===== src/rtl/assert_macros.svh =====
// Assertion helpers shared by the RTL.
// Define ASSERT_OFF to compile the checks out.
`ifndef ASSERT_MACROS_SVH
`define ASSERT_MACROS_SVH

`ifndef ASSERT_OFF

// Same-cycle implication, disabled while reset is asserted.
`define ASSERT_IMPL(label, clk, rst_n, ante, cons) \
  label: assert property (@(posedge clk) disable iff (!(rst_n)) (ante) |-> (cons)) \
    else $error("assertion failed");

// Next-cycle implication, disabled while reset is asserted.
`define ASSERT_NEXT(label, clk, rst_n, ante, cons) \
  label: assert property (@(posedge clk) disable iff (!(rst_n)) (ante) |=> (cons)) \
    else $error("assertion failed");

`else

`define ASSERT_IMPL(label, clk, rst_n, ante, cons)
`define ASSERT_NEXT(label, clk, rst_n, ante, cons)

`endif

`endif


===== src/rtl/rlpf_pkg.sv =====
`timescale 1ns / 1ps

package rlpf_pkg;

  // Number of palette entries a request may select (1 to 9).
  localparam int unsigned VALID_COLORS = 7;
  localparam int unsigned PAL_SIZE     = 9;

  localparam int unsigned CfgIdxW  = 3;
  localparam int unsigned CfgDataW = 16;

  typedef enum logic [CfgIdxW-1:0] {
    CFG_FADE_STEP_TICKS  = 3'd0,
    CFG_SLOW_FLASH_COUNT = 3'd1,
    CFG_SLOW_FLASH_TICKS = 3'd2,
    CFG_FAST_FLASH_COUNT = 3'd3,
    CFG_FAST_FLASH_TICKS = 3'd4
  } cfg_idx_e;

  typedef enum logic {
    CMD_TICK = 1'b0,
    CMD_SET  = 1'b1
  } cmd_e;

  typedef enum logic [1:0] {
    FLASH_NONE = 2'd0,
    FLASH_SLOW = 2'd1,
    FLASH_FAST = 2'd2
  } flash_mode_e;

  typedef struct packed {
    logic [15:0] fade_step_ticks;
    logic [7:0]  slow_flash_count;
    logic [15:0] slow_flash_ticks;
    logic [7:0]  fast_flash_count;
    logic [15:0] fast_flash_ticks;
  } cfg_t;

  typedef struct packed {
    logic [7:0] red;
    logic [7:0] green;
    logic [7:0] blue;
  } color_t;

  typedef struct packed {
    logic [7:0] red_drive;
    logic [7:0] green_drive;
    logic [7:0] blue_drive;
    logic       busy_res;
    logic       request_dropped;
  } res_t;

  localparam color_t ColorBlack   = '{red: 8'd0,   green: 8'd0, blue: 8'd0};
  localparam color_t ColorMagenta = '{red: 8'd255, green: 8'd0, blue: 8'd255};
  localparam logic [3:0] IdxWhite = 4'd6;

  // Fixed palette; anything past the last entry reads as black.
  function automatic color_t palette_color(logic [3:0] idx);
    color_t c;
    case (idx)
      4'd0:    c = '{red: 8'd255, green: 8'd128, blue: 8'd128};
      4'd1:    c = '{red: 8'd255, green: 8'd255, blue: 8'd0};
      4'd2:    c = '{red: 8'd255, green: 8'd96,  blue: 8'd0};
      4'd3:    c = '{red: 8'd255, green: 8'd0,   blue: 8'd0};
      4'd4:    c = '{red: 8'd0,   green: 8'd255, blue: 8'd0};
      4'd5:    c = '{red: 8'd0,   green: 8'd0,   blue: 8'd255};
      4'd6:    c = '{red: 8'd255, green: 8'd255, blue: 8'd255};
      4'd7:    c = ColorMagenta;
      default: c = ColorBlack;
    endcase
    return c;
  endfunction

  function automatic logic [7:0] step_toward(logic [7:0] v, logic [7:0] t);
    logic [7:0] r;
    if (v < t) begin
      r = v + 8'd1;
    end else if (v > t) begin
      r = v - 8'd1;
    end else begin
      r = v;
    end
    return r;
  endfunction

endpackage


===== src/rtl/rlpf_intf.sv =====
`timescale 1ns / 1ps

// Request stream into the block.
interface rlpf_in_if;
  logic       valid;
  logic       ready;
  logic       command;
  logic [3:0] color_id;
  logic [1:0] flash_mode;

  modport source (output valid, command, color_id, flash_mode, input ready);
  modport sink   (input valid, command, color_id, flash_mode, output ready);
endinterface

// Result stream out of the block.
interface rlpf_out_if;
  logic       valid;
  logic       ready;
  logic [7:0] red_drive;
  logic [7:0] green_drive;
  logic [7:0] blue_drive;
  logic       busy_res;
  logic       request_dropped;

  modport source (output valid, red_drive, green_drive, blue_drive, busy_res,
                  request_dropped, input ready);
  modport sink   (input valid, red_drive, green_drive, blue_drive, busy_res,
                  request_dropped, output ready);
endinterface

// Register write channel.
interface rlpf_cfg_if;
  logic                           valid;
  logic                           ready;
  logic [rlpf_pkg::CfgIdxW-1:0]  index;
  logic [rlpf_pkg::CfgDataW-1:0] data;

  modport source (output valid, index, data, input ready);
  modport sink   (input valid, index, data, output ready);
endinterface


===== src/rtl/rlpf_cfg_regs.sv =====
`timescale 1ns / 1ps

module rlpf_cfg_regs (
  input  logic            clk_i,
  input  logic            rst_ni,
  rlpf_cfg_if.sink        cfg_i,
  output rlpf_pkg::cfg_t  cfg_o
);

  rlpf_pkg::cfg_t cfg_q, cfg_d;

  // Always take writes; unknown indexes are dropped.
  assign cfg_i.ready = 1'b1;

  always_comb begin
    cfg_d = cfg_q;
    if (cfg_i.valid) begin
      case (rlpf_pkg::cfg_idx_e'(cfg_i.index))
        rlpf_pkg::CFG_FADE_STEP_TICKS:  cfg_d.fade_step_ticks  = cfg_i.data;
        rlpf_pkg::CFG_SLOW_FLASH_COUNT: cfg_d.slow_flash_count = cfg_i.data[7:0];
        rlpf_pkg::CFG_SLOW_FLASH_TICKS: cfg_d.slow_flash_ticks = cfg_i.data;
        rlpf_pkg::CFG_FAST_FLASH_COUNT: cfg_d.fast_flash_count = cfg_i.data[7:0];
        rlpf_pkg::CFG_FAST_FLASH_TICKS: cfg_d.fast_flash_ticks = cfg_i.data;
        default: ;
      endcase
    end
  end

  always_ff @(posedge clk_i or negedge rst_ni) begin
    if (!rst_ni) begin
      cfg_q.fade_step_ticks  <= 16'd10;
      cfg_q.slow_flash_count <= 8'd6;
      cfg_q.slow_flash_ticks <= 16'd500;
      cfg_q.fast_flash_count <= 8'd12;
      cfg_q.fast_flash_ticks <= 16'd250;
    end else begin
      cfg_q <= cfg_d;
    end
  end

  assign cfg_o = cfg_q;

endmodule


===== src/rtl/rlpf_core.sv =====
`timescale 1ns / 1ps
`include "assert_macros.svh"

module rlpf_core (
  input  logic            clk_i,
  input  logic            rst_ni,
  input  rlpf_pkg::cfg_t  cfg_i,
  rlpf_in_if.sink         in_i,
  input  logic            ready_i,
  output logic            accept_o,
  output rlpf_pkg::res_t  res_o
);

  typedef enum logic [1:0] {
    PH_IDLE = 2'd0,
    PH_FADE = 2'd1,
    PH_DARK = 2'd2,
    PH_LIT  = 2'd3
  } phase_e;

  phase_e               phase_q, phase_d;
  logic [3:0]           cur_q, cur_d;
  logic [3:0]           target_q, target_d;
  rlpf_pkg::color_t     level_q, level_d;
  logic [15:0]          wait_q, wait_d;
  logic [7:0]           blinks_q, blinks_d;
  logic [1:0]           pending_q, pending_d;
  logic                 dropped;

  logic                 accept;
  logic                 is_set;
  logic                 id_ok;
  logic [1:0]           fl_mode;
  logic                 fl_on;
  logic [7:0]           fl_count;
  logic [15:0]          fl_ticks;
  logic [7:0]           blinks_dec;
  rlpf_pkg::color_t     tgt_color;
  rlpf_pkg::color_t     cur_color;
  rlpf_pkg::color_t     req_color;
  rlpf_pkg::color_t     base_color;
  rlpf_pkg::color_t     step_color;

  assign in_i.ready = ready_i;
  assign accept     = in_i.valid && ready_i;
  assign accept_o   = accept;
  assign is_set     = (in_i.command == rlpf_pkg::CMD_SET);

  assign id_ok = (in_i.color_id < 4'(rlpf_pkg::VALID_COLORS)) &&
                 (in_i.color_id < 4'(rlpf_pkg::PAL_SIZE));

  // Flash settings: a new request uses its own mode, ticks use the stored one.
  assign fl_mode  = is_set ? in_i.flash_mode : pending_q;
  assign fl_on    = (fl_mode == rlpf_pkg::FLASH_SLOW) || (fl_mode == rlpf_pkg::FLASH_FAST);
  assign fl_count = (fl_mode == rlpf_pkg::FLASH_SLOW) ? cfg_i.slow_flash_count
                                                      : cfg_i.fast_flash_count;
  assign fl_ticks = (fl_mode == rlpf_pkg::FLASH_SLOW) ? cfg_i.slow_flash_ticks
                                                      : cfg_i.fast_flash_ticks;
  assign blinks_dec = (blinks_q != 8'd0) ? blinks_q - 8'd1 : 8'd0;

  // Palette reads and one fade step toward the target.
  assign tgt_color  = rlpf_pkg::palette_color(target_q);
  assign cur_color  = rlpf_pkg::palette_color(cur_q);
  assign req_color  = rlpf_pkg::palette_color(in_i.color_id);
  assign base_color = is_set ? cur_color : level_q;

  always_comb begin
    rlpf_pkg::color_t goal;
    goal = is_set ? req_color : tgt_color;
    step_color.red   = rlpf_pkg::step_toward(base_color.red,   goal.red);
    step_color.green = rlpf_pkg::step_toward(base_color.green, goal.green);
    step_color.blue  = rlpf_pkg::step_toward(base_color.blue,  goal.blue);
  end

  // Advance the sequence by one request.
  always_comb begin
    phase_d   = phase_q;
    cur_d     = cur_q;
    target_d  = target_q;
    level_d   = level_q;
    wait_d    = wait_q;
    blinks_d  = blinks_q;
    pending_d = pending_q;
    dropped   = 1'b0;
    if (accept) begin
      if (!is_set) begin
        if (phase_q != PH_IDLE) begin
          if (wait_q > 16'd1) begin
            wait_d = wait_q - 16'd1;
          end else begin
            wait_d = 16'd0;
            case (phase_q)
              PH_FADE: begin
                if (level_q == tgt_color) begin
                  cur_d = target_q;
                  if (!fl_on) begin
                    phase_d = PH_IDLE;
                  end else begin
                    blinks_d = fl_count;
                    if (fl_count == 8'd0) begin
                      phase_d = PH_IDLE;
                    end else begin
                      phase_d = PH_DARK;
                      level_d = rlpf_pkg::ColorBlack;
                      wait_d  = fl_ticks;
                    end
                  end
                end else begin
                  level_d = step_color;
                  wait_d  = cfg_i.fade_step_ticks;
                end
              end
              PH_DARK: begin
                phase_d = PH_LIT;
                level_d = cur_color;
                wait_d  = fl_ticks;
              end
              PH_LIT: begin
                blinks_d = blinks_dec;
                if (blinks_dec == 8'd0) begin
                  phase_d = PH_IDLE;
                end else begin
                  phase_d = PH_DARK;
                  level_d = rlpf_pkg::ColorBlack;
                  wait_d  = fl_ticks;
                end
              end
              default: ;
            endcase
          end
        end
      end else if (phase_q != PH_IDLE) begin
        dropped = 1'b1;
      end else begin
        pending_d = in_i.flash_mode;
        if (id_ok) begin
          target_d = in_i.color_id;
          level_d  = step_color;
          phase_d  = PH_FADE;
          wait_d   = cfg_i.fade_step_ticks;
        end else if (fl_on) begin
          blinks_d = fl_count;
          if (fl_count != 8'd0) begin
            phase_d = PH_DARK;
            level_d = rlpf_pkg::ColorBlack;
            wait_d  = fl_ticks;
          end
        end
      end
    end
  end

  always_ff @(posedge clk_i or negedge rst_ni) begin
    if (!rst_ni) begin
      phase_q   <= PH_IDLE;
      cur_q     <= rlpf_pkg::IdxWhite;
      target_q  <= 4'd0;
      level_q   <= rlpf_pkg::ColorMagenta;
      wait_q    <= 16'd0;
      blinks_q  <= 8'd0;
      pending_q <= 2'd0;
    end else begin
      phase_q   <= phase_d;
      cur_q     <= cur_d;
      target_q  <= target_d;
      level_q   <= level_d;
      wait_q    <= wait_d;
      blinks_q  <= blinks_d;
      pending_q <= pending_d;
    end
  end

  // Result reflects the state after this request.
  assign res_o.red_drive       = ~level_d.red;
  assign res_o.green_drive     = ~level_d.green;
  assign res_o.blue_drive      = ~level_d.blue;
  assign res_o.busy_res        = (phase_d != PH_IDLE);
  assign res_o.request_dropped = dropped;

  `ASSERT_IMPL(a_idle_wait_clear, clk_i, rst_ni, phase_q == PH_IDLE, wait_q == 16'd0)
  `ASSERT_IMPL(a_dark_is_black, clk_i, rst_ni, phase_q == PH_DARK,
               level_q == rlpf_pkg::ColorBlack)
  `ASSERT_NEXT(a_drop_keeps_levels, clk_i, rst_ni,
               accept && is_set && (phase_q != PH_IDLE), $stable(level_q))

endmodule


===== src/rtl/rlpf_out_buf.sv =====
`timescale 1ns / 1ps
`include "assert_macros.svh"

module rlpf_out_buf (
  input  logic            clk_i,
  input  logic            rst_ni,
  input  logic            push_i,
  input  rlpf_pkg::res_t  res_i,
  output logic            ready_o,
  rlpf_out_if.source      out_o
);

  logic           main_valid_q, skid_valid_q;
  rlpf_pkg::res_t main_q, skid_q;
  logic           drain;

  // Take a new result whenever the skid slot is free.
  assign ready_o = !skid_valid_q;
  assign drain   = !main_valid_q || out_o.ready;

  always_ff @(posedge clk_i or negedge rst_ni) begin
    if (!rst_ni) begin
      main_valid_q <= 1'b0;
      skid_valid_q <= 1'b0;
    end else if (drain) begin
      main_valid_q <= skid_valid_q || push_i;
      skid_valid_q <= 1'b0;
    end else if (push_i) begin
      skid_valid_q <= 1'b1;
    end
  end

  // Payload moves without reset.
  always_ff @(posedge clk_i) begin
    if (drain) begin
      main_q <= skid_valid_q ? skid_q : res_i;
    end else if (push_i) begin
      skid_q <= res_i;
    end
  end

  assign out_o.valid           = main_valid_q;
  assign out_o.red_drive       = main_q.red_drive;
  assign out_o.green_drive     = main_q.green_drive;
  assign out_o.blue_drive      = main_q.blue_drive;
  assign out_o.busy_res        = main_q.busy_res;
  assign out_o.request_dropped = main_q.request_dropped;

  `ASSERT_IMPL(a_skid_behind_main, clk_i, rst_ni, skid_valid_q, main_valid_q)
  `ASSERT_NEXT(a_stall_fills_skid, clk_i, rst_ni,
               main_valid_q && !out_o.ready && push_i, skid_valid_q)

endmodule


===== src/rtl/rgb_led_palette_fader_flasher.sv =====
`timescale 1ns / 1ps

// RGB LED palette fader and flasher for a common-anode LED. Every accepted
// request, a 1 ms tick or a color request, produces one result carrying the
// inverted drive levels, a busy flag and a dropped-request flag. A request is
// taken in every cycle while the skid slot of the output buffer is free: the
// sequence state updates in a single registered pass and the result is
// registered into a two-entry output buffer, which keeps input ready high
// while one result waits downstream. Register writes take effect in the cycle
// after the write and should be made while no results are outstanding.
module rgb_led_palette_fader_flasher (
  input  logic     clk_i,
  input  logic     rst_ni,
  rlpf_cfg_if.sink cfg_i,
  rlpf_in_if.sink  in_i,
  rlpf_out_if.source out_o
);

  rlpf_pkg::cfg_t cfg;
  rlpf_pkg::res_t res;
  logic           buf_ready;
  logic           accept;

  rlpf_cfg_regs u_cfg_regs (
    .clk_i  (clk_i),
    .rst_ni (rst_ni),
    .cfg_i  (cfg_i),
    .cfg_o  (cfg)
  );

  rlpf_core u_core (
    .clk_i    (clk_i),
    .rst_ni   (rst_ni),
    .cfg_i    (cfg),
    .in_i     (in_i),
    .ready_i  (buf_ready),
    .accept_o (accept),
    .res_o    (res)
  );

  rlpf_out_buf u_out_buf (
    .clk_i   (clk_i),
    .rst_ni  (rst_ni),
    .push_i  (accept),
    .res_i   (res),
    .ready_o (buf_ready),
    .out_o   (out_o)
  );

endmodule

===== src/flat_wrapper.sv =====
// flat-port wrapper written by rule: the top's interface ports become plain ports
module rgb_led_palette_fader_flasher_flat 
  (clk_i, rst_ni, cfg_i_valid, cfg_i_index, cfg_i_data, cfg_i_ready, in_i_valid, in_i_command, in_i_color_id, in_i_flash_mode, in_i_ready, out_o_valid, out_o_red_drive, out_o_green_drive, out_o_blue_drive, out_o_busy_res, out_o_request_dropped, out_o_ready);
  rlpf_cfg_if cfg_i_i ();
  rlpf_in_if in_i_i ();
  rlpf_out_if out_o_i ();
  input  logic clk_i;
  input  logic rst_ni;
  input wire logic [$bits(cfg_i_i.valid)-1:0] cfg_i_valid;
  input wire logic [$bits(cfg_i_i.index)-1:0] cfg_i_index;
  input wire logic [$bits(cfg_i_i.data)-1:0] cfg_i_data;
  output wire logic [$bits(cfg_i_i.ready)-1:0] cfg_i_ready;
  input wire logic [$bits(in_i_i.valid)-1:0] in_i_valid;
  input wire logic [$bits(in_i_i.command)-1:0] in_i_command;
  input wire logic [$bits(in_i_i.color_id)-1:0] in_i_color_id;
  input wire logic [$bits(in_i_i.flash_mode)-1:0] in_i_flash_mode;
  output wire logic [$bits(in_i_i.ready)-1:0] in_i_ready;
  output wire logic [$bits(out_o_i.valid)-1:0] out_o_valid;
  output wire logic [$bits(out_o_i.red_drive)-1:0] out_o_red_drive;
  output wire logic [$bits(out_o_i.green_drive)-1:0] out_o_green_drive;
  output wire logic [$bits(out_o_i.blue_drive)-1:0] out_o_blue_drive;
  output wire logic [$bits(out_o_i.busy_res)-1:0] out_o_busy_res;
  output wire logic [$bits(out_o_i.request_dropped)-1:0] out_o_request_dropped;
  input wire logic [$bits(out_o_i.ready)-1:0] out_o_ready;
  assign cfg_i_i.valid = cfg_i_valid;
  assign cfg_i_i.index = cfg_i_index;
  assign cfg_i_i.data = cfg_i_data;
  assign cfg_i_ready = cfg_i_i.ready;
  assign in_i_i.valid = in_i_valid;
  assign in_i_i.command = in_i_command;
  assign in_i_i.color_id = in_i_color_id;
  assign in_i_i.flash_mode = in_i_flash_mode;
  assign in_i_ready = in_i_i.ready;
  assign out_o_valid = out_o_i.valid;
  assign out_o_red_drive = out_o_i.red_drive;
  assign out_o_green_drive = out_o_i.green_drive;
  assign out_o_blue_drive = out_o_i.blue_drive;
  assign out_o_busy_res = out_o_i.busy_res;
  assign out_o_request_dropped = out_o_i.request_dropped;
  assign out_o_i.ready = out_o_ready;
  rgb_led_palette_fader_flasher u_core (.clk_i(clk_i), .rst_ni(rst_ni), .cfg_i(cfg_i_i), .in_i(in_i_i), .out_o(out_o_i));
endmodule

===== config.mk =====
export PLATFORM = sky130hd
export DESIGN_NAME = rgb_led_palette_fader_flasher_flat
export DESIGN_NICKNAME = d
export VERILOG_FILES = /design/src/rtl/rlpf_pkg.sv /design/src/rtl/rlpf_intf.sv /design/src/rtl/rlpf_cfg_regs.sv /design/src/rtl/rlpf_core.sv /design/src/rtl/rlpf_out_buf.sv /design/src/rtl/rgb_led_palette_fader_flasher.sv /design/src/flat_wrapper.sv
export VERILOG_INCLUDE_DIRS = /design/src /design/src/rtl
export SDC_FILE = /design/constraint.sdc
export NUM_CORES = 1
export LEC_CHECK = 0
export BUFFER_PORTS_ARGS = -buffer_cell sky130_fd_sc_hd__buf_2
export CAP_MARGIN = 20
export CORE_MARGIN = 3
export CORE_UTILIZATION = 53
export CTS_CLUSTER_DIAMETER = 200
export DETAILED_ROUTE_END_ITERATION = 6
export GPL_ROUTABILITY_DRIVEN = 0
export PLACE_DENSITY = 0.7
export SETUP_SLACK_MARGIN = 0.2
export SYNTH_ARGS = -nofsm -noshare
export SYNTH_HDL_FRONTEND = slang
export SYNTH_HIERARCHICAL = 1
export SYNTH_SLANG_ARGS = --single-unit

===== constraint.sdc =====
create_clock -name clk_i -period 7.65 [get_ports clk_i]
set_input_delay 1.53 -clock clk_i [delete_from_list [all_inputs] [get_ports clk_i]]
set_output_delay 1.53 -clock clk_i [all_outputs]
set_load 0.01 [all_outputs]

* After elaboration in Yosys (flattened, before gate mapping)
Memory sizes are Yosys's and may differ from the RTL's.
Index checks and enable logic that the tools add are counted.
** Word-level totals
- Register bits :: 178
- Bits in read-only memories :: 576
- Memories :: 3
** Cells by class
- $add $sub $neg :: 8
- Order comparisons :: 9
- Equality and inequality tests :: 14
- Mux-type cells :: 67
- Bitwise gates (word level) :: 7
- Reductions and logical operators :: 30
** Memories
- (name not given) :: words 8, bits a word 24, rd ports 1, clocked after memory_dff 0, write ports 0, RTL line rlpf_pkg.sv:60 : case (idx)
- (name not given) :: words 8, bits a word 24, rd ports 1, clocked after memory_dff 0, write ports 0, RTL line rlpf_pkg.sv:60
- (name not given) :: words 8, bits a word 24, rd ports 1, clocked after memory_dff 0, write ports 0, RTL line rlpf_pkg.sv:60
** Operator list (number)
- 24-bit 2-to-1 mux :: 17
- 16-bit 2-to-1 mux :: 12
- 8-bit 2-to-1 mux :: 15
- 24-bit case mux with 3 select lines :: 1
- 16-bit case mux with 3 select lines :: 1
- 8-bit by 1-bit subtractor with 8-bit output (second input constant) :: 4
- 2-bit 2-to-1 mux :: 13
- 26-bit 2-to-1 mux :: 1
- 8-bit by 1-bit adder with 8-bit output (second input constant) :: 3
- 24-bit == test :: 1
- 8-bit > comparator :: 3
- 8-bit less-than comparator :: 3
- 8-bit inverter :: 3
- 16-bit by 1-bit > comparator with 1-bit output (second input constant) :: 1
- 8-bit logical NOT :: 2
- 8-bit case mux with 2 select lines :: 1
- 8-bit nonzero test :: 2
- 16-bit by 1-bit subtractor with 16-bit output (second input constant) :: 1
- 2-bit AND reduction :: 6
- 3-bit nonzero test :: 3
- 2-bit nonzero test :: 4
- 7-bit AND reduction :: 1
- 2-bit == test (second input constant) :: 3
- 3-bit by 2-bit == test with 1-bit output (second input constant) :: 2
- other kinds (19) :: 32

* Logic depth before layout (Yosys ltp)
Gate-level depths: netlist of the first run.
- Depth after elaboration :: 14
- Gate-level depth with buffers :: 19
- Gate-level depth less buffers :: 17

* Cells and area by module
The synthesis of the first run kept the hierarchy.
** By module, submodules not included
- rlpf_core :: times used 1, cells an instance 987, area an instance 7612.3 um^2, sequential area each 1524.0 um^2
- rlpf_cfg_regs :: times used 1, cells an instance 141, area an instance 2463.6 um^2, sequential area each 1624.1 um^2
- rlpf_out_buf :: times used 1, cells an instance 90, area an instance 2052.0 um^2, sequential area each 1611.5 um^2

* Least setup slack after synthesis of the first run
No wires, ideal clock.
- Path kind :: input-to-reg
- Start :: input in_i_command
- End :: register u_core.u_out_buf.main_q (netlist bit u_core/u_out_buf/out_o.green_drive[5]) (data pin)
- Arrival :: 5741 ps
- Data required time :: 7390 ps
- Setup slack :: 1649 ps
- Stages on the path :: 17
- Path buffers :: 7
- Cells stage by stage :: clkbuf_1 clkbuf_1 clkbuf_1 clkbuf_1 buf_1 mux2_2 ha_1 clkbuf_1 or4_1 o22ai_1 a21oi_1 o21ai_0 clkbuf_1 nand2_1 a32oi_1 a21bo_2 mux2_4
** RTL lines
- start: declaration :: RTL line flat_wrapper.sv:14 : input wire logic [$bits(in_i_i.command)-1:0] in_i_command;
- end signal: assignment :: RTL line rlpf_out_buf.sv:36 : main_q <= skid_valid_q ? skid_q : res_i;
- end: declaration :: RTL line rlpf_out_buf.sv:14 : rlpf_pkg::res_t main_q, skid_q;

==> results of run 1 <==
## layer usage
| metal | up-vias | GRT usage [%] | wire length [microns] |
|---|---|---|---|
| li1 | 4689 | - | - |
| met1 | 4895 | 35.8 | 14000 |
| met2 | 479 | 42.1 | 14700 |
| met3 | 72 | 4.95 | 2510 |
| met4 | 4 | 7.02 | 747 |
| met5 | - | 0 | 21 |
## metrics by stage
step / instances / setup slack (ns)
2_1_floorplan: 1218 / 1.65
3_3_place_gp: 1501 / 1.89
3_5_place_dp: 1501 / 1.79
4_1_cts: 1533 / 2.21
5_1_grt: 1534 / 1.79
6_report: 1535 / 2.11
## sequential cells by signal, indices dropped and copies added (netlist names), 2 cells and up, named ones only
| name | flops |
|---|---|
| u_core/u_core/phase_q | 2 |
| u_core/u_cfg_regs/cfg_o | 64 |
| u_core/u_core/cur_q | 4 |
| u_core/u_core/blinks_q | 8 |
| u_core/u_core/target_q | 4 |
| u_core/u_core/wait_q | 16 |
| u_core/u_out_buf/out_o.green_drive | 8 |
| u_core/u_core/pending_q | 2 |
| u_core/u_out_buf/skid_q | 26 |
| u_core/u_core/level_q | 16 |
| u_core/u_out_buf/out_o.red_drive | 8 |
| u_core/u_out_buf/out_o.blue_drive | 8 |
## power groups by stage
| stage | Clock (mW) | Combinational [mW] | Sequential, mW |
|---|---|---|---|
| 6_report | 0.868 | 0.747 | 1.34 |
| 5_1_grt | 0.918 | 0.829 | 1.37 |
| 4_1_cts | 0.886 | 0.742 | 1.34 |
| 3_5_place_dp | 0 | 0.736 | 1.36 |
| 3_3_place_gp | 0 | 0.721 | 1.35 |
| 2_1_floorplan | 0 | 0.578 | 1.30 |
## logic make-up (layout without fill, tap and decap cells)
logic type | Yosys count | after routing | synth area share (%)
AO/OA/AOI/OAI | 360 | 360 | 21.0
XOR/XNOR | 31 | 31 | 2.24
adder cells (fa/ha/maj) | 50 | 50 | 5.16
buffers and inverters | 112 | 147 | 4.29
flip-flops | 178 | 178 | 39.2
multiplexers | 146 | 146 | 13.8
other | 1 | 3 | 0.0309
AND/OR/NAND/NOR | 340 | 340 | 14.3
## cell usage in the layout (no fill, tap or decap), drive strengths merged, types with 11 or more instances in the layout
cell type  Yosys  routed
a21o          16      16
a21oi         76      76
a221o         22      22
a221oi        16      16
a22o          12      12
a22oi         12      12
a311oi        15      15
and2          12      12
and3          13      13
buf           29      77
clkbuf        45      19
dfrtp         90      90
dfstp         36      36
edfxtp        52      52
ha            50      50
inv           36      41
mux2         113     113
mux2i         33      33
nand2         86      86
nand2b        11      11
nand3         21      21
nor2          98      98
nor2b         13      13
nor3          20      20
nor4          11      11
o211ai        20      20
o21ai         66      66
o22ai         15      15
or3           13      13
xnor2         21      21
## path summary, 6_finish.rpt
check | start | endpoint | slack [ns] | cells past startpoint
setup / recovery | in_i_command | u_core/u_out_buf/out_o.green_drive[5]$_DFFE_PP_ | 2.11 | 14
hold / removal | u_core/u_cfg_regs/cfg_o[8]$_DFFE_PN0P_ | u_core/u_cfg_regs/cfg_o[8]$_DFFE_PN0P_ | 0.49 | 1
setup reg to reg | u_core/u_core/cur_q[2]$_DFFE_PN1P_ | u_core/u_out_buf/out_o.red_drive[7]$_DFFE_PP_ | 2.71 | 14
hold reg to reg | u_core/u_cfg_regs/cfg_o[8]$_DFFE_PN0P_ | u_core/u_cfg_regs/cfg_o[8]$_DFFE_PN0P_ | 0.49 | 1
max in group asynchronous | rst_ni | u_core/u_core/pending_q[0]$_DFFE_PN0P_ | 5.11 | 2
min in group asynchronous | rst_ni | u_core/u_cfg_regs/cfg_o[56]$_DFFE_PN0P_ | 1.16 | 1
## area by class of cell
| class | count | area share, % |
|---|---|---|
| tap | 280 | 2.66 |
| antenna | 2 | 0.0380 |
| clock buffer | 19 | 3.37 |
| inverter | 38 | 1.08 |
| sequential | 178 | 36.2 |
| clock inverter | 13 | 1.06 |
| timing repair buffer | 77 | 3.31 |
| multi-input combinational | 928 | 52.3 |
==> metrics, run 1 <==
status=finished clean; Yosys top cell by area=dfrtp_1; Synth area leaders=dfrtp_1 19%, edfxtp_1 13%, dfstp_2 7.8%, mux2_2 5.9%, ha_1 5.2%; total power=2.96 mW; syn_nets=1299; DP Wirelength=22.5 mm; asr flop ratio synth=70.8%; # rows=54; largest net degree at the start of global routing=72; Mapped Avg Cell Area=9.96 sq um; WP data required=7.84 ns; Core Area=0.0222 sq mm; Syn-to-layout area delta=8.53%; P_int=1.97 mW; Net Sw Power=987 uW; fmax=180 MHz; CP most frequent cell=nand2b_1; Post-CTS Setup Bufs=0; initial antenna violation count=3; Tcrit/Tclk final=72.4%; DR iter-0 viols=1075; CTS resizes=0; WS Path Type=input port to flop; DRC Markers=0; CTS buffer count=17; Die X-Extent=157 microns; I/O pins=60; Yosys top cell area share=18.6%; Post-DP Area=0.0126 sq mm; Fill cells=1890; Worst path slowest cell=nor3_1; register area share after synthesis=39.2%; number of port buffers=58; gr usage total=25.9%; number of global-route vias before repair=9580; CP cell instances=buf_2, nand2b_1, nor3_1, a21o_1, ha_1, nand2b_1, a21oi_1, o31ai_1, nand2_1, o21ai_0, mux2i_1, a32oi_1, a21bo_2, mux2_4; H-tree depth=4; setup_tns=0 ns; Final Skew=0.0125 ns; TritonCTS clock tree=yes; synth unique cells=91; Root Buffer=clkbuf_16; Rel. slew slack=28.3%; initial core utilization=54.7%; IR drop worst, VDD=0.143 mV; Synth Instances=1218; vias per cell=6.61; fin. max-slew vios=0; area occupied by multi-input gates=0.00689 sq mm; Hold Slack=0.485 ns; Hold Path Class=flop to flop; most frequent cell after synthesis=nor2_1; drt total wl=32.0 mm; Sw Ratio=33.3%; CTS max path bufs=2; hold_buf cts=0; mapped cell area=0.0121 sq mm; Worst-Margin Slew=1.06 ns; Power Density=225 mW/mm^2; CP max stage delay=0.77 ns; logic gate share of total power=25.2%; grt total ovfl=0; first drt pass iteration count=5; clock sinks=178; Worst-Skew Late Latency=0.44 ns; # Max-Cap Violations=0; register area=0.00476 sq mm; RSZ-0062 raised after global routing=false; capturing element type of the critical path=flop; die area=0.0247 sq mm; clock power share=29.3%; YS warnings=6; vias=10.1k; worst-path fanout max=11; fin nets=1321; post-route cell area=0.0132 sq mm; clock slew at reported path FFs=0.08 ns; CP startpoint kind=input port; first-pass GRT wire length=51.4 mm; final setup violating endpoints=0; DR WL/cell=20.9 microns; Yosys reg bits=178; Primary FF master, synth=dfrtp_1; CP bufs+invs=1; fraction of layout cells with a size suffix above 1=20.4%; most frequent cells after synthesis=96 x nor2_1, 90 x dfrtp_1, 85 x nand2_1; Final ANT Viol Nets=0; Sequential Power Share=45.4%; Post-synth EDFFs=52; Die Y=157 microns; fin util=59.4%; P_leak=5.24 nW; delay-heaviest family, CP=compound AO/OA/AOI/OAI gates; CP arrival=5.73 ns; min cycle time layout=5.54 ns; Hold Fails Final Rpt=0
No activity file was read; power rests on OpenSTA's default activity.
==> run 2, diff against run 1 <==
Settings changed: ABC_AREA from default to 1, PLACE_DENSITY 0.7 to 0.73.
Clock period 7.65 ns to 4.8 ns, I/O delays scaled along.
==> run 2 against run 1 <==
Worst hold slack got worse by 0.018 ns. Clock skew increased by 0.0043 ns. Synthesized cell count rose by 55%. Critical path depth grew 7. Highest routed layer is now met4. Non-clock buffer count did not move. Critical endpoint is now u_core/u_out_buf/out_o.blue_drive[4]$_DFFE_PP_.
==> metrics, run 2 <==
Primary FF master, synth=dfrtp_1; Yosys reg bits=178 (unchanged); CTS buffer count=17 (unchanged); setup slack at placement=0.396 ns (-1.40 ns); FF-to-FF setup slack=0.75 ns (-1.96 ns); vias=12.6k (+24%); Synth area leaders=nand2_1 21%, dfrtp_1 17%, edfxtp_1 12%, dfstp_2 7.3%, nand3_1 6.1%; reg2reg path depth=21 (+7); most common cell after layout, fill and taps aside=nand2_1; Tcrit/Tclk final=84.5%; Hold Slack=0.467 ns (-0.0181 ns); hold path depth=2 (+1); WS Path Type=flop to flop; Core Area=0.0238 sq mm (+7.5%); largest net degree at the start of global routing=90 (+25%); initial antenna violation count=0 (-3); hold_buf cts=0 (unchanged); DR WL/cell=15.9 microns (-24%); Rel. slew slack=37.1% (+8.7 points); number of port buffers=58 (unchanged); drt total wl=35.6 mm (+11%); min cycle time layout=4.05 ns; CP arrival=4.25 ns (-1.48 ns); CTS max path bufs=2 (unchanged); H-tree depth=4 (unchanged); Critical Path Source=u_core/u_core/target_q[1]$_DFFE_PN0P_; Die Y=163 microns (+3.5%); CTS resizes=0 (unchanged); most frequent cells after synthesis=715 x nand2_1, 161 x inv_1, 161 x nor2_1; capturing element type of the critical path=flop; gr usage total=27.2% (+1.3 points); reg2reg end=u_core/u_out_buf/out_o.blue_drive[4]$_DFFE_PP_; first-pass GRT wire length=59.0 mm (+15%); worst-path fanout max=12 (+1); WP data required=4.99 ns (-2.85 ns); Hold Path Class=flop to flop; fin. max-slew vios=0 (unchanged); asr flop ratio synth=70.8% (unchanged); fin nets=1988 (+50%); Post-DP Area=0.0134 sq mm (+6.9%); DRC Markers=0 (unchanged); TritonCTS clock tree=yes; Die X-Extent=163 microns (+3.5%); setup ws final=0.746 ns (-1.36 ns); Hold Path End=u_core/u_cfg_regs/cfg_o[32]$_DFFE_PN1P_; first drt pass iteration count=6 (+1); commonest cells after routing, fill and taps aside=715 x nand2_1, 161 x inv_1, 160 x nand3_1, 160 x nor2_1, 90 x dfrtp_1; DP Cell Count=2206 (+47%); Yosys top cell by area=nand2_1; RSZ-0062 raised after global routing=false; most frequent cell after synthesis=nand2_1; DP Wirelength=25.0 mm (+11%); Layout Cells excl Fill=2239 (+46%); P_leak=7.05 nW (+34%); Post-synth EDFFs=52 (unchanged); Hold Fails Final Rpt=0 (unchanged); syn_nets=1965 (+51%); Post-CTS Setup Bufs=0 (unchanged); ANT cells=0 (-2); # Max-Cap Violations=0 (unchanged); CP startpoint kind=flop; clock slew at reported path FFs=0.09 ns (about the same); Mapped Avg Cell Area=6.92 sq um (-31%); Synth Instances=1884 (+55%); grt total ovfl=0 (unchanged); max FFs per register=64 (unchanged); mapped cell area=0.0130 sq mm (+7.5%); Final Skew=0.0168 ns (+0.00430 ns); Root Buffer=clkbuf_16; register area share after synthesis=36.5% (-2.7 points); Yosys top cell area share=20.6% (+2.0 points); Worst-Margin Slew=0.943 ns (-0.121 ns); vias per cell=5.61 (-15%); Final ANT Viol Nets=0 (unchanged); Worst-Skew Late Latency=0.45 ns (about the same); DR iter-0 viols=1251 (+16%); initial core utilization=54.7% (about the same); YS warnings=6 (unchanged); Syn-to-layout area delta=8.06%; Power Density=433 mW/mm^2 (+93%); final setup violating endpoints=0 (unchanged); status=finished clean; # rows=56 (+3.7%); die area=0.0265 sq mm (+7.2%); total power=6.10 mW (+110%); fraction of layout cells with a size suffix above 1=12.1% (-8.3 points); setup_tns=0 ns (unchanged); fmax=247 MHz; IR drop worst, VDD=0.188 mV (+32%); number of global-route vias before repair=12.2k (+27%); HP Start=u_core/u_cfg_regs/cfg_o[32]$_DFFE_PN1P_; Fill cells=2246 (+19%); clock sinks=178 (unchanged); Worst R2R Start=u_core/u_core/target_q[1]$_DFFE_PN0P_; fin util=59.1% (-0.28 points); synth unique cells=62 (-32%); I/O pins=60 (unchanged); post-route cell area=0.0141 sq mm (+7.0%)
## run 2: cell types whose count changed after synthesis, sizes merged, moves of 21 or more
cell	previous run	this run
nand3	21	168
xnor2	21	0
buf	29	54
mux2	113	15
clkbuf	45	19
nand2	86	732
mux2i	33	1
inv	36	172
nor2	98	176
o21ai	66	113
a221o	22	0
## run 2: per-layer routing
| layer | GRT usage [%] | vias up | part of all wire [%] |
|---|---|---|---|
| li1 | - | 6153 | - |
| met1 | 33.7 | 5823 | 42 |
| met2 | 47.2 | 499 | 48 |
| met3 | 4.27 | 96 | 6.6 |
| met4 | 11.5 | 0 | 3.6 |
| met5 | 0 | - | 0 |
## run 2: worst max path at each step
| stage | to | slack [ns] |
|---|---|---|
| after CTS | u_core/u_out_buf/out_o.blue_drive[4]$_DFFE_PP_ | 0.79 |
| after global routing | u_core/u_out_buf/out_o.blue_drive[4]$_DFFE_PP_ | 0.35 |
| final | u_core/u_out_buf/out_o.blue_drive[4]$_DFFE_PP_ | 0.75 |
| after global placement | u_core/u_out_buf/out_o.blue_drive[4]$_DFFE_PP_ | 0.51 |
| after floorplan | u_core/u_out_buf/out_o.red_drive[2]$_DFFE_PP_ | 0.45 |
| after detailed placement | u_core/u_out_buf/out_o.blue_drive[4]$_DFFE_PP_ | 0.40 |
## run 2: cells by family after synthesis
group	after synthesis	share of synthesized area, %
AOI/OAI and AO/OA	249	11.1
xor gates and xnor gates	13	0.874
adders and majority gates	50	4.80
buffers and inverters	249	8.52
DFF	178	36.5
muxes	16	1.37
other	1	0.0288
and+or+nand+nor	1128	36.8
## run 2: cell type report
| cell class | count | area (sq um) | area share, % |
|---|---|---|---|
| Clock buffer | 17 | 425 | 3.02 |
| Inverter | 176 | 668 | 4.74 |
| Clock inverter | 15 | 198 | 1.40 |
| Tap cell | 319 | 399 | 2.83 |
| Sequential cell | 178 | 4760 | 33.8 |
| Timing Repair Buffer | 77 | 468 | 3.32 |
| Multi-Input combinational cell | 1457 | 7170 | 50.9 |
## run 2: power by group
part | internal (mW) | switching, mW
sequential | 1.97 | 0.285
clock | 0.721 | 0.735
combinational | 0.814 | 1.58
## run 2: critical path: stages, from the launching register on
cell,delay (ns)
dfrtp_1,0.41
inv_1,0.18
ha_1,0.23
nor2_2,0.05
nand2_1,0.15
clkinv_1,0.15
o21ai_0,0.65
ha_1,0.38
a21oi_1,0.15
nor2_1,0.06
nor2_1,0.08
nand2_1,0.22
inv_1,0.20
nand2_1,0.08
nand2_1,0.07
nand2_1,0.05
nand2_1,0.11
nand2_1,0.07
a21oi_1,0.25
a21oi_1,0.12
nand2_1,0.08
nand2_1,0.05
==> run 3, diff against run 2 <==
Settings changed: ABC_AREA 1 to 0, PLACE_DENSITY 0.73 to 0.7.
Clock period 4.8 ns to 3.76 ns, I/O delays scaled along.
==> run 3 against run 2 <==
The flow now finishes with violations (negative setup slack). Worst setup slack got worse by 0.87 ns. Critical path depth fell by 2. Global-route usage up 0.86 points. Critical path type unchanged. Critical endpoint is now u_core/u_out_buf/out_o.green_drive[6]$_DFFE_PP_. Largest power group is now registers.
==> metrics, run 3 (synthesis gave the netlist of run 1 again) <==
Hold Fails Final Rpt=0 (unchanged); gr usage total=28.1% (+0.86 points); fin util=71.3% (+12 points); violated checks=negative setup slack; fin nets=1519 (-24%); H-tree depth=4 (unchanged); DR WL/cell=20.5 microns (+29%); RSZ-0062 raised after global routing=true; reg2reg path depth=19 (-9.5%); Worst-Skew Late Latency=0.44 ns (about the same); FF-to-FF setup slack=-0.12 ns (-0.87 ns); Rel. slew slack=33.1% (-4.0 points); DR iter-0 viols=975 (-22%); DP Wirelength=25.5 mm (+2.3%); CTS buffer count=17 (unchanged); vias=11.0k (-12%); clock sinks=178 (unchanged); die area=0.0247 sq mm (-6.7%); final setup violating endpoints=9 (+9); number of global-route vias before repair=10.5k (-14%); fraction of layout cells with a size suffix above 1=42.5% (+30 points); DRC Markers=0 (unchanged); total power=6.49 mW (+6.3%); Hold Path Class=input port to async pin; P_leak=6.39 nW (-9.4%); capturing element type of the critical path=flop; setup ws final=-0.121 ns (-0.867 ns); number of port buffers=58 (unchanged); Hold Slack=0.276 ns (-0.191 ns); Root Buffer=clkbuf_16; first drt pass iteration count=6 (unchanged); Die Y=157 microns (-3.4%); fin. max-slew vios=0 (unchanged); largest net degree at the start of global routing=53 (-41%); worst-path fanout max=5 (-7); Worst-Margin Slew=0.991 ns (+0.0478 ns); WS Path Type=flop to flop; fmax=258 MHz (+4.5%); ANT cells=0 (unchanged); vias per cell=6.38 (+14%); CP startpoint kind=flop; commonest cells after routing, fill and taps aside=207 x buf_4, 89 x dfrtp_1, 83 x nor2_1; # rows=54 (-3.6%); grt total ovfl=0 (unchanged); CTS max path bufs=2 (unchanged); Final ANT Viol Nets=0 (unchanged); WP data required=3.94 ns (-1.05 ns); Fill cells=1586 (-29%); reg2reg end=u_core/u_out_buf/out_o.green_drive[6]$_DFFE_PP_; I/O pins=60 (unchanged); most common cell after layout, fill and taps aside=buf_4; Power Density=410 mW/mm^2 (-5.3%); hold_buf cts=0 (unchanged); Die X-Extent=157 microns (-3.4%); TritonCTS clock tree=yes; drt total wl=35.5 mm (-0.16%); Tcrit/Tclk final=103% (+19 points); max FFs per register=64 (unchanged); min cycle time layout=3.88 ns (-0.173 ns); clock slew at reported path FFs=0.07 ns (-0.02 ns); first-pass GRT wire length=55.5 mm (-6.0%); Core Area=0.0222 sq mm (-7.0%); CP arrival=4.06 ns (-0.19 ns); Syn-to-layout area delta=30.3%; Final Skew=0.0182 ns (+0.00137 ns); initial core utilization=54.7% (about the same); IR drop worst, VDD=0.301 mV (+60%); initial antenna violation count=0 (unchanged); # Max-Cap Violations=0 (unchanged); Worst R2R Start=u_core/u_core/cur_q[1]$_DFFE_PN1P_; status=finished, violations left; setup_tns=-0.279 ns (-0.279 ns)
## run 3: cell types whose count changed in the layout (fill, tap and decap cells not counted), moves of 22 or more
cell	previous run	this run
nand2_1	715	75
ha_1	50	27
mux2i_1	1	30
nor2_1	160	83
mux2_1	0	31
nand3_1	160	19
inv_1	161	28
o21ai_0	81	40
buf_4	17	207
a221o_1	0	22
mux2_2	15	62
## run 3: cell type report
type / count / area, sq um / share of cell area [%]
inverters: 38 / 150 / 0.950
clock buffers: 18 / 439 / 2.78
well taps: 280 / 350 / 2.22
multi-input cells: 928 / 7960 / 50.4
clock inverters: 14 / 138 / 0.871
repair buffers: 275 / 2000 / 12.7
flip-flops and latches: 178 / 4760 / 30.1
## run 3: stage by stage
stage,instance area (sq um),std cells,worst slack (ns)
global placement,14400,1666,-0.382
detailed placement,14400,1666,-0.432
floorplan,12800,1218,-0.275
global route,15800,1731,-0.230
CTS,15400,1709,-0.0201
finish,15800,1731,-0.121
## run 3: where the power goes
group,internal (mW),switching (mW),total (mW)
Sequential,2.41,0.326,2.74
Combinational,0.989,1.00,1.99
Clock,0.899,0.857,1.76
Total,4.30,2.19,6.49
## run 3: worst max path at each step
| stage | start | end | slack, ns | cells after the start |
|---|---|---|---|---|
| after CTS | u_core/u_core/cur_q[1]$_DFFE_PN1P_ | u_core/u_out_buf/out_o.green_drive[6]$_DFFE_PP_ | -0.02 | 16 |
| after detailed placement | in_i_color_id[1] | u_core/u_out_buf/out_o.red_drive[6]$_DFFE_PP_ | -0.43 | 18 |
| final | u_core/u_core/cur_q[1]$_DFFE_PN1P_ | u_core/u_out_buf/out_o.green_drive[6]$_DFFE_PP_ | -0.12 | 19 |
| after global placement | in_i_color_id[1] | u_core/u_out_buf/out_o.red_drive[3]$_DFFE_PP_ | -0.38 | 19 |
| after global routing | u_core/u_core/cur_q[1]$_DFFE_PN1P_ | u_core/u_out_buf/out_o.green_drive[6]$_DFFE_PP_ | -0.23 | 19 |
| after floorplan | in_i_command | u_core/u_out_buf/out_o.green_drive[5]$_DFFE_PP_ | -0.28 | 17 |
## run 3: critical path, stage by stage, from the launching register on
cell      delay, ns
dfstp_2        0.54
inv_2          0.06
ha_4           0.15
nor3b_2        0.16
buf_4          0.16
nor3_4         0.04
buf_6          0.12
a21o_1         0.19
buf_4          0.14
buf_4          0.13
inv_2          0.05
ha_2           0.19
nand2_2        0.06
or4_1          0.53
mux2i_1        0.22
xnor2_1        0.16
o22ai_2        0.16
a221oi_2       0.10
buf_4          0.18
mux2_4         0.26
## run 3: what timing repair did
item,CTS,global route
buffers inserted,11,22
gates resized for setup,83,52
pin swaps,54,49
endpoints found under the setup margin,41,52
hold endpoints to repair,0,0
## run 3: routing by layer
| metal | vias to the layer above | share of wire, % | GRT usage [%] |
|---|---|---|---|
| li1 | 5066 | - | - |
| met1 | 5320 | 42 | 37.2 |
| met2 | 545 | 46 | 45.7 |
| met3 | 114 | 6.8 | 4.78 |
| met4 | 0 | 4.5 | 11.8 |
| met5 | - | 0 | 0 |
